### src/rtl/wpd_pkg.sv
// ----------------------------------------------------------------------------
// wpd_pkg
// Shared types and constants of the waveform peak decimator: item structs,
// clamped configuration bundle, command flags and register map.
// ----------------------------------------------------------------------------
package wpd_pkg;

  // Input item: one interleaved channel sample
  typedef struct packed {
    logic signed [15:0] sample;
    logic               end_of_stream;
  } in_item_t;

  // Result item: one peak pair
  typedef struct packed {
    logic               level;
    logic signed [15:0] peak_min;
    logic signed [15:0] peak_max;
    logic               last;
  } out_item_t;

  // Configuration after clamping to the legal ranges
  typedef struct packed {
    logic [4:0]  ch;   // channels per frame, 1..15
    logic [16:0] cf;   // frames per chunk, 1..8191
    logic [6:0]  mf;   // chunks per group, 1..64
  } cfg_t;

  // What the front hands to the back for one item
  typedef struct packed {
    logic do_chunk;    // a chunk closed, its sums travel with the command
    logic eos;         // end of stream, flush the group tail
  } cmd_flags_t;

  // Register indexes (byte address = 4 * index)
  localparam logic [1:0] REG_CHANNEL_COUNT = 2'd0;
  localparam logic [1:0] REG_CHUNK_FRAMES  = 2'd1;
  localparam logic [1:0] REG_MIPMAP_FACTOR = 2'd2;

  // Register reset values
  localparam logic [3:0]  RST_CHANNEL_COUNT = 4'd1;
  localparam logic [12:0] RST_CHUNK_FRAMES  = 13'd128;
  localparam logic [6:0]  RST_MIPMAP_FACTOR = 7'd10;

  localparam logic [6:0] MAX_MIPMAP = 7'd64;

  // Result levels
  localparam logic LEVEL_CHUNK = 1'b0;
  localparam logic LEVEL_GROUP = 1'b1;

endpackage

### src/rtl/wpd_fifo.sv
// ----------------------------------------------------------------------------
// wpd_fifo
// Small register queue with first-word fall-through read.
// ----------------------------------------------------------------------------
module wpd_fifo #(
  parameter int WIDTH = 8,
  parameter int DEPTH = 2
) (
  input  logic             clk_i,
  input  logic             rst_ni,
  input  logic             push_i,
  input  logic [WIDTH-1:0] wdata_i,
  input  logic             pop_i,
  output logic [WIDTH-1:0] rdata_o,
  output logic             full_o,
  output logic             empty_o
);

  localparam int PtrW = (DEPTH > 1) ? $clog2(DEPTH) : 1;
  localparam int CntW = $clog2(DEPTH + 1);

  logic [WIDTH-1:0] mem_q [DEPTH];
  logic [PtrW-1:0]  wr_ptr_q, wr_ptr_d;
  logic [PtrW-1:0]  rd_ptr_q, rd_ptr_d;
  logic [CntW-1:0]  count_q, count_d;
  logic             do_push, do_pop;

  assign full_o  = (count_q == CntW'(DEPTH));
  assign empty_o = (count_q == '0);
  assign rdata_o = mem_q[rd_ptr_q];
  assign do_push = push_i && !full_o;
  assign do_pop  = pop_i && !empty_o;

  // Pointer and fill count update
  always_comb begin
    wr_ptr_d = wr_ptr_q;
    rd_ptr_d = rd_ptr_q;
    count_d  = count_q;
    if (do_push) begin
      wr_ptr_d = (wr_ptr_q == PtrW'(DEPTH - 1)) ? '0 : wr_ptr_q + PtrW'(1);
    end
    if (do_pop) begin
      rd_ptr_d = (rd_ptr_q == PtrW'(DEPTH - 1)) ? '0 : rd_ptr_q + PtrW'(1);
    end
    if (do_push && !do_pop) begin
      count_d = count_q + CntW'(1);
    end else if (do_pop && !do_push) begin
      count_d = count_q - CntW'(1);
    end
  end

  always_ff @(posedge clk_i or negedge rst_ni) begin
    if (!rst_ni) begin
      wr_ptr_q <= '0;
      rd_ptr_q <= '0;
      count_q  <= '0;
    end else begin
      wr_ptr_q <= wr_ptr_d;
      rd_ptr_q <= rd_ptr_d;
      count_q  <= count_d;
    end
  end

  // Storage, no reset
  always_ff @(posedge clk_i) begin
    if (do_push) begin
      mem_q[wr_ptr_q] <= wdata_i;
    end
  end

endmodule

### src/rtl/wpd_front.sv
// ----------------------------------------------------------------------------
// wpd_front
// Accepts samples, builds frame sums, tracks chunk min/max and issues a
// command to the back end when a chunk closes or the stream ends.
// ----------------------------------------------------------------------------
module wpd_front
  import wpd_pkg::*;
#(
  parameter int SUM_W   = 19,
  parameter int CHAN_W  = 3,
  parameter int FRAME_W = 12
) (
  input  logic                    clk_i,
  input  logic                    rst_ni,
  input  cfg_t                    cfg_i,
  input  in_item_t                item_i,
  input  logic                    accept_i,
  output logic                    cmd_push_o,
  output cmd_flags_t              cmd_flags_o,
  output logic signed [SUM_W-1:0] cmd_min_sum_o,
  output logic signed [SUM_W-1:0] cmd_max_sum_o
);

  logic [CHAN_W-1:0]       pos_q, pos_d;
  logic signed [SUM_W-1:0] frame_sum_q, frame_sum_d;
  logic signed [SUM_W-1:0] cmin_q, cmin_d;
  logic signed [SUM_W-1:0] cmax_q, cmax_d;
  logic [FRAME_W-1:0]      frames_q, frames_d;

  logic signed [SUM_W-1:0] sample_ext;
  logic signed [SUM_W-1:0] fsum;
  logic signed [SUM_W-1:0] cmin_new, cmax_new;
  logic [FRAME_W-1:0]      frames_after;
  logic                    frame_done, chunk_done, do_chunk;

  // Frame and chunk bookkeeping for the item at the input
  always_comb begin
    sample_ext   = SUM_W'(item_i.sample);
    fsum         = frame_sum_q + sample_ext;
    frame_done   = (5'(pos_q) + 5'd1) >= cfg_i.ch;
    chunk_done   = frame_done && ((17'(frames_q) + 17'd1) >= cfg_i.cf);
    cmin_new     = cmin_q;
    cmax_new     = cmax_q;
    if (frame_done && (fsum < cmin_q)) begin
      cmin_new = fsum;
    end
    if (frame_done && (fsum > cmax_q)) begin
      cmax_new = fsum;
    end
    if (!frame_done) begin
      frames_after = frames_q;
    end else if (chunk_done) begin
      frames_after = '0;
    end else begin
      frames_after = frames_q + FRAME_W'(1);
    end
    // a partial chunk is flushed at end of stream
    do_chunk = chunk_done || (item_i.end_of_stream && (frames_after != '0));
  end

  assign cmd_push_o            = accept_i && (do_chunk || item_i.end_of_stream);
  assign cmd_flags_o.do_chunk  = do_chunk;
  assign cmd_flags_o.eos       = item_i.end_of_stream;
  assign cmd_min_sum_o         = cmin_new;
  assign cmd_max_sum_o         = cmax_new;

  // Next state
  always_comb begin
    pos_d       = pos_q;
    frame_sum_d = frame_sum_q;
    cmin_d      = cmin_q;
    cmax_d      = cmax_q;
    frames_d    = frames_q;
    if (accept_i) begin
      if (item_i.end_of_stream) begin
        pos_d       = '0;
        frame_sum_d = '0;
        cmin_d      = '0;
        cmax_d      = '0;
        frames_d    = '0;
      end else if (frame_done) begin
        pos_d       = '0;
        frame_sum_d = '0;
        frames_d    = frames_after;
        cmin_d      = chunk_done ? '0 : cmin_new;
        cmax_d      = chunk_done ? '0 : cmax_new;
      end else begin
        pos_d       = pos_q + CHAN_W'(1);
        frame_sum_d = fsum;
      end
    end
  end

  always_ff @(posedge clk_i or negedge rst_ni) begin
    if (!rst_ni) begin
      pos_q       <= '0;
      frame_sum_q <= '0;
      cmin_q      <= '0;
      cmax_q      <= '0;
      frames_q    <= '0;
    end else begin
      pos_q       <= pos_d;
      frame_sum_q <= frame_sum_d;
      cmin_q      <= cmin_d;
      cmax_q      <= cmax_d;
      frames_q    <= frames_d;
    end
  end

endmodule

### src/rtl/wpd_div.sv
// ----------------------------------------------------------------------------
// wpd_div
// Scales a min/max sum pair by 32767/(32768*ch), truncating toward zero.
// Two lanes of a restoring divider, four quotient bits per cycle.
// ----------------------------------------------------------------------------
module wpd_div #(
  parameter int SUM_W = 19
) (
  input  logic                    clk_i,
  input  logic                    rst_ni,
  input  logic                    start_i,
  input  logic [4:0]              ch_i,
  input  logic signed [SUM_W-1:0] min_sum_i,
  input  logic signed [SUM_W-1:0] max_sum_i,
  output logic                    done_o,
  output logic signed [SUM_W-1:0] peak_min_o,
  output logic signed [SUM_W-1:0] peak_max_o
);

  localparam logic [1:0] PH_IDLE = 2'd0;
  localparam logic [1:0] PH_PREP = 2'd1;
  localparam logic [1:0] PH_STEP = 2'd2;
  localparam logic [1:0] PH_DONE = 2'd3;

  // quotient covers the full scaled magnitude, four bits per step cycle
  localparam int Steps = (SUM_W + 3) / 4;
  localparam int QuoW  = 4 * Steps;
  localparam int StepW = $clog2(Steps + 1);

  logic [1:0]       phase_q, phase_d;
  logic [StepW-1:0] step_q, step_d;

  // lane 0 carries the minimum, lane 1 the maximum
  logic signed [SUM_W-1:0] sum_q [2];
  logic                    neg_q [2];
  logic [QuoW-1:0]         quo_q [2];
  logic [QuoW-1:0]         quo_d [2];
  logic [3:0]              rem_q [2];
  logic [3:0]              rem_d [2];

  // Phase sequencing
  always_comb begin
    phase_d = phase_q;
    step_d  = step_q;
    case (phase_q)
      PH_IDLE: begin
        if (start_i) begin
          phase_d = PH_PREP;
        end
      end
      PH_PREP: begin
        phase_d = PH_STEP;
        step_d  = '0;
      end
      PH_STEP: begin
        step_d = step_q + StepW'(1);
        if (step_q == StepW'(Steps - 1)) begin
          phase_d = PH_DONE;
        end
      end
      PH_DONE: begin
        phase_d = PH_IDLE;
      end
      default: begin
        phase_d = PH_IDLE;
      end
    endcase
  end

  always_ff @(posedge clk_i or negedge rst_ni) begin
    if (!rst_ni) begin
      phase_q <= PH_IDLE;
      step_q  <= '0;
    end else begin
      phase_q <= phase_d;
      step_q  <= step_d;
    end
  end

  // Per-lane datapath
  for (genvar l = 0; l < 2; l++) begin : g_lane
    logic [SUM_W-1:0]    mag;
    logic [SUM_W+14:0]   prod;
    logic [SUM_W-1:0]    scaled;
    logic [4:0]          trial;
    logic [3:0]          rem_w;
    logic [QuoW-1:0]     quo_w;

    always_comb begin
      // |sum| * 32767 / 32768, floored
      mag    = sum_q[l][SUM_W-1] ? SUM_W'(-sum_q[l]) : SUM_W'(sum_q[l]);
      prod   = {mag, 15'd0} - (SUM_W + 15)'(mag);
      scaled = prod[SUM_W+14:15];
      // four restoring steps; remainder stays below ch
      rem_w  = rem_q[l];
      quo_w  = quo_q[l];
      trial  = '0;
      for (int k = 0; k < 4; k++) begin
        trial = {rem_w, quo_w[QuoW-1]};
        quo_w = {quo_w[QuoW-2:0], 1'b0};
        if (trial >= ch_i) begin
          rem_w    = 4'(trial - ch_i);
          quo_w[0] = 1'b1;
        end else begin
          rem_w = trial[3:0];
        end
      end
      rem_d[l] = rem_q[l];
      quo_d[l] = quo_q[l];
      if (phase_q == PH_PREP) begin
        rem_d[l] = '0;
        quo_d[l] = QuoW'(scaled);
      end else if (phase_q == PH_STEP) begin
        rem_d[l] = rem_w;
        quo_d[l] = quo_w;
      end
    end

    always_ff @(posedge clk_i) begin
      if (start_i && (phase_q == PH_IDLE)) begin
        sum_q[l] <= (l == 0) ? min_sum_i : max_sum_i;
      end
      if (phase_q == PH_PREP) begin
        neg_q[l] <= sum_q[l][SUM_W-1];
      end
      rem_q[l] <= rem_d[l];
      quo_q[l] <= quo_d[l];
    end
  end

  assign done_o     = (phase_q == PH_DONE);
  assign peak_min_o = neg_q[0] ? -$signed(quo_q[0][SUM_W-1:0])
                               : $signed(quo_q[0][SUM_W-1:0]);
  assign peak_max_o = neg_q[1] ? -$signed(quo_q[1][SUM_W-1:0])
                               : $signed(quo_q[1][SUM_W-1:0]);

  // Checks
  a_done_pulse: assert property (@(posedge clk_i) disable iff (!rst_ni)
    done_o |=> !done_o)
    else $error("divider done held for more than one cycle");

  a_start_idle: assert property (@(posedge clk_i) disable iff (!rst_ni)
    start_i |-> (phase_q == PH_IDLE))
    else $error("divider started while busy");

  a_rem_range: assert property (@(posedge clk_i) disable iff (!rst_ni)
    done_o |-> (({1'b0, rem_q[0]} < ch_i) && ({1'b0, rem_q[1]} < ch_i)))
    else $error("divider remainder not below channel count");

endmodule

### src/rtl/wpd_back.sv
// ----------------------------------------------------------------------------
// wpd_back
// Executes commands: scales chunk peaks, emits level-0 pairs, folds them into
// the mipmap group and emits level-1 pairs on group close or stream end.
// ----------------------------------------------------------------------------
module wpd_back
  import wpd_pkg::*;
#(
  parameter int SUM_W = 19
) (
  input  logic                    clk_i,
  input  logic                    rst_ni,
  input  cfg_t                    cfg_i,
  input  logic                    cmd_empty_i,
  input  cmd_flags_t              cmd_flags_i,
  input  logic signed [SUM_W-1:0] cmd_min_sum_i,
  input  logic signed [SUM_W-1:0] cmd_max_sum_i,
  output logic                    cmd_pop_o,
  input  logic                    out_full_i,
  output logic                    out_push_o,
  output out_item_t               out_item_o
);

  localparam logic [1:0] ST_IDLE  = 2'd0;
  localparam logic [1:0] ST_DIV   = 2'd1;
  localparam logic [1:0] ST_EMIT0 = 2'd2;
  localparam logic [1:0] ST_EMIT1 = 2'd3;

  logic [1:0]              state_q, state_d;
  logic                    eos_q, eos_d;
  logic [5:0]              chunks_q, chunks_d;
  // group extremes keep the full scaled width; results carry the low 16 bits
  logic signed [SUM_W-1:0] gmin_q, gmin_d;
  logic signed [SUM_W-1:0] gmax_q, gmax_d;
  logic                    tail_q, tail_d;

  logic                    div_start, div_done;
  logic signed [SUM_W-1:0] pmin, pmax;
  logic signed [SUM_W-1:0] fold_min, fold_max;
  logic                    close_grp;

  wpd_div #(
    .SUM_W (SUM_W)
  ) u_div (
    .clk_i      (clk_i),
    .rst_ni     (rst_ni),
    .start_i    (div_start),
    .ch_i       (cfg_i.ch),
    .min_sum_i  (cmd_min_sum_i),
    .max_sum_i  (cmd_max_sum_i),
    .done_o     (div_done),
    .peak_min_o (pmin),
    .peak_max_o (pmax)
  );

  assign fold_min  = (pmin < gmin_q) ? pmin : gmin_q;
  assign fold_max  = (pmax > gmax_q) ? pmax : gmax_q;
  assign close_grp = ({1'b0, chunks_q} + 7'd1) >= cfg_i.mf;

  // Command sequencer
  always_comb begin
    state_d    = state_q;
    eos_d      = eos_q;
    chunks_d   = chunks_q;
    gmin_d     = gmin_q;
    gmax_d     = gmax_q;
    tail_d     = tail_q;
    cmd_pop_o  = 1'b0;
    div_start  = 1'b0;
    out_push_o = 1'b0;
    out_item_o = '0;
    case (state_q)
      ST_IDLE: begin
        if (!cmd_empty_i) begin
          cmd_pop_o = 1'b1;
          if (cmd_flags_i.do_chunk) begin
            div_start = 1'b1;
            eos_d     = cmd_flags_i.eos;
            state_d   = ST_DIV;
          end else if (tail_q) begin
            // end of stream with only a group tail pending
            state_d = ST_EMIT1;
          end else begin
            chunks_d = '0;
            gmin_d   = '0;
            gmax_d   = '0;
          end
        end
      end
      ST_DIV: begin
        if (div_done) begin
          state_d = ST_EMIT0;
        end
      end
      ST_EMIT0: begin
        out_item_o.level    = LEVEL_CHUNK;
        out_item_o.peak_min = pmin[15:0];
        out_item_o.peak_max = pmax[15:0];
        out_item_o.last     = !(close_grp || eos_q);
        if (!out_full_i) begin
          out_push_o = 1'b1;
          gmin_d     = fold_min;
          gmax_d     = fold_max;
          if (close_grp) begin
            state_d = ST_EMIT1;
          end else begin
            chunks_d = chunks_q + 6'd1;
            tail_d   = 1'b1;
            state_d  = eos_q ? ST_EMIT1 : ST_IDLE;
          end
        end
      end
      ST_EMIT1: begin
        out_item_o.level    = LEVEL_GROUP;
        out_item_o.peak_min = gmin_q[15:0];
        out_item_o.peak_max = gmax_q[15:0];
        out_item_o.last     = 1'b1;
        if (!out_full_i) begin
          out_push_o = 1'b1;
          chunks_d   = '0;
          gmin_d     = '0;
          gmax_d     = '0;
          tail_d     = 1'b0;
          state_d    = ST_IDLE;
        end
      end
      default: begin
        state_d = ST_IDLE;
      end
    endcase
  end

  always_ff @(posedge clk_i or negedge rst_ni) begin
    if (!rst_ni) begin
      state_q  <= ST_IDLE;
      eos_q    <= 1'b0;
      chunks_q <= '0;
      gmin_q   <= '0;
      gmax_q   <= '0;
      tail_q   <= 1'b0;
    end else begin
      state_q  <= state_d;
      eos_q    <= eos_d;
      chunks_q <= chunks_d;
      gmin_q   <= gmin_d;
      gmax_q   <= gmax_d;
      tail_q   <= tail_d;
    end
  end

  // Checks
  a_tail_count: assert property (@(posedge clk_i) disable iff (!rst_ni)
    tail_q == (chunks_q != '0))
    else $error("group tail flag disagrees with chunk count");

  a_group_sign: assert property (@(posedge clk_i) disable iff (!rst_ni)
    (gmin_q <= SUM_W'(0)) && (gmax_q >= SUM_W'(0)))
    else $error("group peaks crossed zero");

endmodule

### src/rtl/waveform_peak_decimator_unit.sv
// ----------------------------------------------------------------------------
// waveform_peak_decimator_unit
// Min/max peak decimation of interleaved audio with a one-step mipmap.
// ----------------------------------------------------------------------------
// Input channel: one signed Q1.15 sample per item in interleaved channel
// order, pushed with push while full is low; end_of_stream marks the final
// sample and flushes a partial chunk and the mipmap tail.
// Result channel: peak pairs wait in a two-entry queue; the oldest is on
// out_item_o while empty is low and leaves on pop. level 0 is a chunk pair,
// level 1 a group pair; last flags the final result of one input item.
// An item that closes no chunk and does not end the stream only updates the
// front end. A closing item holds the back end through a command pop, a
// scaling step, the steps of the two-lane divider (four quotient bits per
// cycle) and a handoff step before its first result, then through one push
// per result. A two-entry command queue lets the front keep taking samples
// meanwhile; full rises only when it fills.
// Reset clears all stream state and loads channel_count 1, chunk_frames 128
// and mipmap_factor 10. A stalled receiver backs up the result queue, then
// the back end, then the command queue, and finally raises full.
// Registers sit on an APB port at byte addresses 0, 4 and 8; write them only
// while the block is idle.
// ----------------------------------------------------------------------------
module waveform_peak_decimator_unit
  import wpd_pkg::*;
#(
  parameter int MAX_CHANNELS     = 8,
  parameter int MAX_CHUNK_FRAMES = 4096
) (
  input  logic        clk_i,
  input  logic        rst_ni,
  // sample queue
  input  logic        push,
  output logic        full,
  input  in_item_t    in_item_i,
  // result queue
  output logic        empty,
  input  logic        pop,
  output out_item_t   out_item_o,
  // configuration
  input  logic        psel,
  input  logic        penable,
  input  logic        pwrite,
  input  logic [3:0]  paddr,
  input  logic [31:0] pwdata,
  output logic [31:0] prdata,
  output logic        pready
);

  localparam int SumW   = 16 + $clog2(MAX_CHANNELS);
  localparam int ChanW  = (MAX_CHANNELS > 1) ? $clog2(MAX_CHANNELS) : 1;
  localparam int FrameW = (MAX_CHUNK_FRAMES > 1) ? $clog2(MAX_CHUNK_FRAMES) : 1;
  localparam int FlagW  = $bits(cmd_flags_t);
  localparam int CmdW   = FlagW + 2 * SumW;
  localparam int OutW   = $bits(out_item_t);

  // Configuration registers
  logic [3:0]  ch_raw_q;
  logic [12:0] cf_raw_q;
  logic [6:0]  mf_raw_q;
  logic        cfg_wr;
  cfg_t        cfg;

  assign pready = 1'b1;
  assign cfg_wr = psel && penable && pwrite && pready;

  always_ff @(posedge clk_i or negedge rst_ni) begin
    if (!rst_ni) begin
      ch_raw_q <= RST_CHANNEL_COUNT;
      cf_raw_q <= RST_CHUNK_FRAMES;
      mf_raw_q <= RST_MIPMAP_FACTOR;
    end else if (cfg_wr) begin
      case (paddr[3:2])
        REG_CHANNEL_COUNT: ch_raw_q <= pwdata[3:0];
        REG_CHUNK_FRAMES:  cf_raw_q <= pwdata[12:0];
        REG_MIPMAP_FACTOR: mf_raw_q <= pwdata[6:0];
        default: ;
      endcase
    end
  end

  always_comb begin
    case (paddr[3:2])
      REG_CHANNEL_COUNT: prdata = 32'(ch_raw_q);
      REG_CHUNK_FRAMES:  prdata = 32'(cf_raw_q);
      REG_MIPMAP_FACTOR: prdata = 32'(mf_raw_q);
      default:           prdata = '0;
    endcase
  end

  // Clamp: zero counts as one, large values saturate
  always_comb begin
    if (ch_raw_q == '0) begin
      cfg.ch = 5'd1;
    end else if (5'(ch_raw_q) > 5'(MAX_CHANNELS)) begin
      cfg.ch = 5'(MAX_CHANNELS);
    end else begin
      cfg.ch = 5'(ch_raw_q);
    end
    if (cf_raw_q == '0) begin
      cfg.cf = 17'd1;
    end else if (17'(cf_raw_q) > 17'(MAX_CHUNK_FRAMES)) begin
      cfg.cf = 17'(MAX_CHUNK_FRAMES);
    end else begin
      cfg.cf = 17'(cf_raw_q);
    end
    if (mf_raw_q == '0) begin
      cfg.mf = 7'd1;
    end else if (mf_raw_q > MAX_MIPMAP) begin
      cfg.mf = MAX_MIPMAP;
    end else begin
      cfg.mf = mf_raw_q;
    end
  end

  // Front end
  logic                   in_accept;
  logic                   cmd_push, cmd_pop, cmd_full, cmd_empty;
  cmd_flags_t             f_flags, b_flags;
  logic signed [SumW-1:0] f_min_sum, f_max_sum, b_min_sum, b_max_sum;
  logic [CmdW-1:0]        cmd_wdata, cmd_rdata;

  assign full      = cmd_full;
  assign in_accept = push && !cmd_full;

  wpd_front #(
    .SUM_W   (SumW),
    .CHAN_W  (ChanW),
    .FRAME_W (FrameW)
  ) u_front (
    .clk_i         (clk_i),
    .rst_ni        (rst_ni),
    .cfg_i         (cfg),
    .item_i        (in_item_i),
    .accept_i      (in_accept),
    .cmd_push_o    (cmd_push),
    .cmd_flags_o   (f_flags),
    .cmd_min_sum_o (f_min_sum),
    .cmd_max_sum_o (f_max_sum)
  );

  // Command queue between front and back
  assign cmd_wdata = {f_flags, f_min_sum, f_max_sum};
  assign b_flags   = cmd_flags_t'(cmd_rdata[CmdW-1 -: FlagW]);
  assign b_min_sum = cmd_rdata[2*SumW-1 -: SumW];
  assign b_max_sum = cmd_rdata[SumW-1:0];

  wpd_fifo #(
    .WIDTH (CmdW),
    .DEPTH (2)
  ) u_cmd_fifo (
    .clk_i   (clk_i),
    .rst_ni  (rst_ni),
    .push_i  (cmd_push),
    .wdata_i (cmd_wdata),
    .pop_i   (cmd_pop),
    .rdata_o (cmd_rdata),
    .full_o  (cmd_full),
    .empty_o (cmd_empty)
  );

  // Back end
  logic      out_push, out_full;
  out_item_t out_item;
  logic [OutW-1:0] out_rdata;

  wpd_back #(
    .SUM_W (SumW)
  ) u_back (
    .clk_i         (clk_i),
    .rst_ni        (rst_ni),
    .cfg_i         (cfg),
    .cmd_empty_i   (cmd_empty),
    .cmd_flags_i   (b_flags),
    .cmd_min_sum_i (b_min_sum),
    .cmd_max_sum_i (b_max_sum),
    .cmd_pop_o     (cmd_pop),
    .out_full_i    (out_full),
    .out_push_o    (out_push),
    .out_item_o    (out_item)
  );

  // Result queue
  wpd_fifo #(
    .WIDTH (OutW),
    .DEPTH (2)
  ) u_out_fifo (
    .clk_i   (clk_i),
    .rst_ni  (rst_ni),
    .push_i  (out_push),
    .wdata_i (out_item),
    .pop_i   (pop),
    .rdata_o (out_rdata),
    .full_o  (out_full),
    .empty_o (empty)
  );

  assign out_item_o = out_item_t'(out_rdata);

endmodule

### config.mk
export PLATFORM = sky130hd
export DESIGN_NAME = waveform_peak_decimator_unit
export DESIGN_NICKNAME = d
export VERILOG_FILES = /design/src/rtl/wpd_pkg.sv /design/src/rtl/wpd_fifo.sv /design/src/rtl/wpd_front.sv /design/src/rtl/wpd_div.sv /design/src/rtl/wpd_back.sv /design/src/rtl/waveform_peak_decimator_unit.sv
export SDC_FILE = /design/constraint.sdc
export NUM_CORES = 1
export LEC_CHECK = 0
export CAP_MARGIN = 10
export CORE_ASPECT_RATIO = 1.25
export CORE_MARGIN = 3
export CORE_UTILIZATION = 55
export CTS_CLUSTER_DIAMETER = 30
export DETAILED_ROUTE_END_ITERATION = 6
export DONT_BUFFER_PORTS = 1
export PLACE_DENSITY = 0.76
export SYNTH_ARGS = -nofsm -noshare
export SYNTH_HDL_FRONTEND = slang
export SYNTH_SLANG_ARGS = --single-unit
### constraint.sdc
create_clock -name clk_i -period 14.4 [get_ports clk_i]
set_clock_uncertainty 0.15 [all_clocks]
set_input_delay 0.72 -clock clk_i [delete_from_list [all_inputs] [get_ports clk_i]]
set_output_delay 0.72 -clock clk_i [all_outputs]
set_load 0.05 [all_outputs]
==> results of run 1 <==
cell families (layout without fill, tap and decap cells):
logic type	count (synthesis)	after routing	synth area share, %
fa+ha+maj	182	182	9.901
compound gates	538	538	15.90
buf+inv	245	306	4.343
simple gates	505	505	10.92
xor+xnor	150	150	5.548
mux	155	155	7.249
flops	393	393	46.11
other cells	2	20	0.03171
stage by stage:
| step | area (um^2) | hold WS (ns) |
|---|---|---|
| finish | 26690 | 0.08953 |
| global route | 26690 | 0.06960 |
| CTS | 26680 | 0.02172 |
| detailed placement | 24190 | 0.2834 |
| global placement | 24190 | 0.2861 |
| floorplan | 23750 | 0.2744 |
how the worst min path moves through the flow:
stage                                    endpoint  slack, ns
after floorplan                       cf_raw_q[0]       0.27
after global placement          u_front.cmax_q[5]       0.29
after detailed placement        u_front.cmax_q[2]       0.28
after CTS                       u_front.cmax_q[2]       0.02
after global routing      u_cmd_fifo.mem_q[1][38]       0.07
final                     u_cmd_fifo.mem_q[1][38]       0.09
flip-flops by register name, summed over array words and instances, names as in the netlist, 3 cells and up:
signal               cells
ch_raw_q                 4
cf_raw_q                13
mf_raw_q                 7
u_front.frame_sum_q     19
u_front.pos_q            3
u_back.gmax_q           19
u_back.u_div.step_q      3
u_out_fifo.mem_q        68
u_back.u_div.quo_q      40
u_back.gmin_q           19
u_back.u_div.sum_q      38
u_back.u_div.rem_q       8
u_front.frames_q        12
u_front.cmin_q          19
u_back.chunks_q          6
u_front.cmax_q          19
u_cmd_fifo.mem_q        80
routing by layer:
layer	vias to the layer above	part of all wire, %	track usage, %
met5	-	0	0
met4	0	3.3	9.766
met3	110	4.1	3.115
met2	416	51	40.24
met1	8257	41	28.46
li1	8100	-	-
Yosys cell counts (29+ instances only):
library cell,number
edfxtp_1,226
ha_1,173
dfrtp_1,153
inv_1,143
mux2_2,132
nand2_1,129
o21ai_0,119
nor2_1,108
a22o_1,107
xnor2_1,92
a21oi_1,71
clkbuf_1,66
a21o_1,61
xor2_1,58
nand3_1,41
nand2b_1,33
a211oi_1,30
nor3_1,29
critical path, delay by kind of cell (launching register included):
family,cells,cell delay [ns]
compound gates,12,2.61
buf+inv,3,0.52
flops,1,0.42
fa+ha+maj,4,1.25
mux,4,1.42
simple gates,7,1.73
power by group through the flow:
| stage | clock, mW | sequential [mW] | combinational [mW] |
|---|---|---|---|
| after global routing | 1.78 | 1.96 | 4.34 |
| after detailed placement | 0 | 1.93 | 3.86 |
| final | 1.69 | 1.92 | 3.93 |
| after floorplan | 0 | 1.84 | 3.06 |
| after CTS | 1.72 | 1.91 | 3.91 |
| after global placement | 0 | 1.91 | 3.71 |
layout make-up:
class / count / area [um^2]
clock buffer: 82 / 1913
clock inverter: 51 / 548.0
fill: 3197 / 15560
inverter: 145 / 544.3
multi-input combinational: 1550 / 11840
sequential: 393 / 10920
tap: 559 / 699.4
timing repair buffer: 28 / 232.7
what timing repair did:
| action | CTS | global route |
|---|---|---|
| setup endpoints to repair | 0 | 0 |
| endpoints found under the hold margin | 157 | 4 |
| setup buffers | 0 | 0 |
| hold buffers | 1 | 1 |
==> reports/summary.txt, run 1 <==
Distinct cell type count after synthesis: 84
DP HPWL: 37.07 mm
Fin. Hold Viols: 0
R2R Setup Slk: 6.23 ns
# diodes: 0
Vias: 16880
PostCTS Resize Cnt: 0
WL final: 52.50 mm
Maximum fanout along the worst path: 11
Worst slew margin: 21.46%
Max clock buf depth: 3
Setup TNS: 0 ns
DRC: 0
Comb power frac: 52.1%
Fin crit share: 56.77%
Commonest non-fill, non-tap cell in the layout: edfxtp_1
Crit path max-delay cell type: or4b_2
I/O pin cnt: 129
Final net count: 2432
IR drop worst, VDD: 0.2142 mV
Worst setup path start: ch_raw_q[3]
Slew of the pin with the lowest slew margin: 1.176 ns
CP endpoint: u_back.u_div.rem_q[0][2]
Synth warnings: 0
Reg power frac: 25.5%
Util after Layout: 63.18%
Endpoint class of the critical path: flop
Synth area leaders: edfxtp_1 29%, dfrtp_1 16%, ha_1 9.1%
Clk root buf: clkbuf_16
Post-synthesis instance total: 2170
Power Dens Cells: 282.4 nW/um^2
Critical path class: flop to flop
Clk sinks: 393
Die area: 45600 um^2
Initial antenna violation count: 0
Clk Latency, worst-skew pair: 0.58 ns
Internal power: 4.349 mW
Mapped cell area: 23680 um^2
Hold Crit Class: input port to flop
EDFF count, synth: 226
Total Power: 7.539 mW
Dpl ws: 6.273 ns
CTS buffer count: 72
Syn-to-layout area delta: 12.72%
Hold Path Origin: in_item_i[0]
Slew Limit Fails: 0
DR WL/cell: 18.70 um
1st-pass router iterations: 5
Setup violators final: 0
Async S/R FF share, synth: 39.95%
CTS H-tree depth: 3
Die Wd: 191.6 um
Drt first-iter violations: 1198
Die Ht: 238.0 um
Port Buffer Count: 0
Final worst slack: 6.225 ns
Largest net degree at the start of global routing: 158
Row Count: 84
Top FF cell, synth: edfxtp_1
Switch Pwr: 3.190 mW
Synth Register Bits: 393
Crit path arrival time: 8.54 ns
GR Util All Layers: 22.97%
Most frequent cells in the layout: 226 x edfxtp_1, 173 x ha_1, 153 x dfrtp_1
Post-synthesis sequential area ratio: 46.11%
Minimum clock period: 8.175 ns
Synth top area share: 28.66%
Max cap viols: 0
Average size of a mapped cell: 10.91 um^2
Global-route congestion overflow total: 0
Global-route wire length before repair: 85.65 mm
Status: finished clean
DRT antenna net count: 0
Initial Utilization: 56.05%
Routed vias/inst: 6.012
Switching fraction of total power: 42.32%
Share of cells above drive strength 1: 14.58%
Placed cells: 2673
Clk slew on worst S/H paths: 0.05 ns
Reg2Reg Launch Point: ch_raw_q[3]
CTS tree: yes
CORE AREA: 42250 um^2
Reg-to-Reg End: u_back.u_div.rem_q[0][2]
Clock power frac: 22.5%
Static Leak: 10.87 nW
Fmax: 0.1223 GHz
Number of global-route vias before repair: 16910
Routability cong.: 0.9152
Unrepaired setup endpoints after global routing: no
Slowest stage delay, CP: 0.68 ns
Final cell count without fillers: 2808
Area leader, netlist: edfxtp_1
CP required: 14.76 ns
Reg2reg path depth: 30
Hold path depth: 0
Critical Path Source Type: flop
Power figures use the tool's default switching activity.
==> run 2: changes to the inputs <==
- clock period: 14.4 -> 7.7 ns (I/O delays scaled with it)
==> run 2 against run 1 <==
Critical path depth is 2 higher. Non-clock buffer count is 28 higher. Combinational power increased by 89%. Cell count grew 1.3%. Critical path type unchanged. Largest power group unchanged.
==> reports/summary.txt, run 2 (synthesized netlist as in run 1, its figures left out) <==
Routed vias/inst: 6.031 (+0.31%)
Status: finished clean
Slowest stage delay, CP: 0.70 ns (+0.02 ns)
IR drop worst, VDD: 0.3616 mV (+69%)
DRT antenna net count: 0 (unchanged)
Critical path's top delay family: compound AO/OA/AOI/OAI gates
Critical path class: flop to flop
Unrepaired setup endpoints after global routing: no
Final instance area: 27160 um^2 (+1.7%)
Cell Area, Placed: 24230 um^2 (+0.15%)
Global-route congestion overflow total: 0 (unchanged)
Initial antenna violation count: 0 (unchanged)
Number of global-route vias before repair: 17470 (+3.3%)
Share of cells above drive strength 1: 14.74% (+0.16 points)
Final worst slack: 0.4776 ns (-5.747 ns)
Slew of the pin with the lowest slew margin: 1.223 ns (+0.04789 ns)
WL final: 53.46 mm (+1.8%)
Critical Path Source Type: flop
CTS tree: yes
1st-pass router iterations: 5 (unchanged)
Drt first-iter violations: 1079 (-9.9%)
Syn-to-layout area delta: 14.68%
Endpoint class of the critical path: flop
Row Count: 84 (unchanged)
Reg-to-Reg End: u_back.u_div.rem_q[0][2]
I/O pin cnt: 129 (unchanged)
Total Power: 14.39 mW (+91%)
Die Wd: 191.6 um (unchanged)
Worst setup path start: ch_raw_q[0]
DP HPWL: 37.26 mm (+0.51%)
Max reg flops: 80 (unchanged)
Util after Layout: 64.28% (+1.1 points)
Fmax: 0.1385 GHz (+13%)
Power Dens Cells: 529.8 nW/um^2 (+88%)
Hold Crit Class: input port to flop
Max clock buf depth: 3 (unchanged)
CTS H-tree depth: 3 (unchanged)
CP endpoint: u_back.u_div.rem_q[0][2]
# diodes: 0 (unchanged)
Largest net degree at the start of global routing: 158 (unchanged)
Initial Utilization: 56.05% (unchanged)
Clk slew on worst S/H paths: 0.05 ns (about the same)
Most frequent cells in the layout: 226 x edfxtp_1, 173 x ha_1, 153 x dfrtp_1
DR WL/cell: 18.79 um (+0.49%)
Setup violators final: 0 (unchanged)
Port Buffer Count: 0 (unchanged)
Crit path max-delay cell type: or4b_2
Vias: 17160 (+1.6%)
Fin. Hold Viols: 0 (unchanged)
DRC: 0 (unchanged)
Max cap viols: 0 (unchanged)
Largest Register: u_cmd_fifo.mem_q
WP depth: 32 (+6.7%)
Setup TNS: 0 ns (unchanged)
Commonest non-fill, non-tap cell in the layout: edfxtp_1
Clk Latency, worst-skew pair: 0.62 ns (+0.04 ns)
Minimum clock period: 7.222 ns (-0.9525 ns)
Routability cong.: 0.9244 (+1.0%)
Global-route wire length before repair: 87.82 mm (+2.5%)
CP required: 8.09 ns (-6.67 ns)
Crit path arrival time: 7.61 ns (-0.93 ns)
Static Leak: 11.09 nW (+2.0%)
Regs by FF count: u_cmd_fifo.mem_q: 80 flops, u_out_fifo.mem_q: 68 flops, u_back.u_div.quo_q: 40 flops
GR Util All Layers: 23.59% (+0.61 points)
# Post-CTS Setup Buffers: 0 (unchanged)
Clk sinks: 393 (unchanged)
Slew Limit Fails: 0 (unchanged)
Final net count: 2464 (+1.3%)
CP Buf/Inv Count: 3 (unchanged)
Dpl ws: 0.4167 ns (-5.856 ns)
Die area: 45600 um^2 (unchanged)
Worst slew margin: 18.44% (-3.0 points)
Reg2reg path depth: 32 (+6.7%)
CTS buffer count: 76 (+5.6%)
Die Ht: 238.0 um (unchanged)
Fin crit share: 93.80% (+37 points)
Clk root buf: clkbuf_16
R2R Setup Slk: 0.48 ns (-5.75 ns)
Maximum fanout along the worst path: 9 (-2)
Reg2Reg Launch Point: ch_raw_q[0]
CORE AREA: 42250 um^2 (unchanged)
## run 2: cell types whose count changed in the layout (fill, tap and decap cells not counted), moves of 2 or more
cell           change
buf_4              +5
clkbuf_1           +4
clkbuf_8           +3
clkinv_1           +3
clkinv_16          +3
clkinv_2           +2
clkinv_4           -2
clkinvlp_4         -5
dlygate4sd3_1     +23
inv_16             +3
inv_8              -4
## run 2: how the worst min path moves through the flow
stage	from	cells after the start	endpoint	slack [ns]
finish	paddr[2]	2	mf_raw_q[1]	0.04
global route	paddr[2]	2	mf_raw_q[2]	0.05
CTS	paddr[2]	2	mf_raw_q[0]	0.01
detailed placement	rst_ni	0	u_front.cmax_q[6]	-0.05
global placement	rst_ni	0	u_front.cmax_q[6]	-0.05
floorplan	rst_ni	0	cf_raw_q[0]	-0.06
## run 2: final cells by class
class | instances | area [um^2]
fill | 3168 | 15090
clock buffer | 90 | 1994
clock inverter | 52 | 656.9
inverter | 145 | 544.3
multi-input combinational | 1550 | 11840
tap | 559 | 699.4
timing repair buffer | 56 | 500.5
sequential | 393 | 10920
## run 2: what timing repair did
item | CTS | global route
setup endpoints to repair | 0 | 2
resized for setup | 0 | 2
endpoints found under the hold margin | 189 | 0
hold buffers | 25 | 0
## run 2: stage by stage
stage                     cells  hold slack [ns]
after global routing       2845          0.05274
after CTS                  2845          0.01365
final                      2845          0.04368
after floorplan            2188         -0.06059
after detailed placement   2678         -0.05035
after global placement     2678         -0.04974
## run 2: power by group
group          internal (mW)  leakage [nW]  switching (mW)
logic                   3.05          5.50            4.38
clock network           2.15          1.28            1.22
registers               3.13          4.30           0.464
total                   8.33          11.1            6.06
## run 2: routing by layer
metal	vias up	track usage (%)	share of wire [%]
met5	-	0	0
met4	0	10.50	3.9
met3	136	3.380	4.6
met2	520	41.72	51
met1	8352	28.52	41
li1	8151	-	-
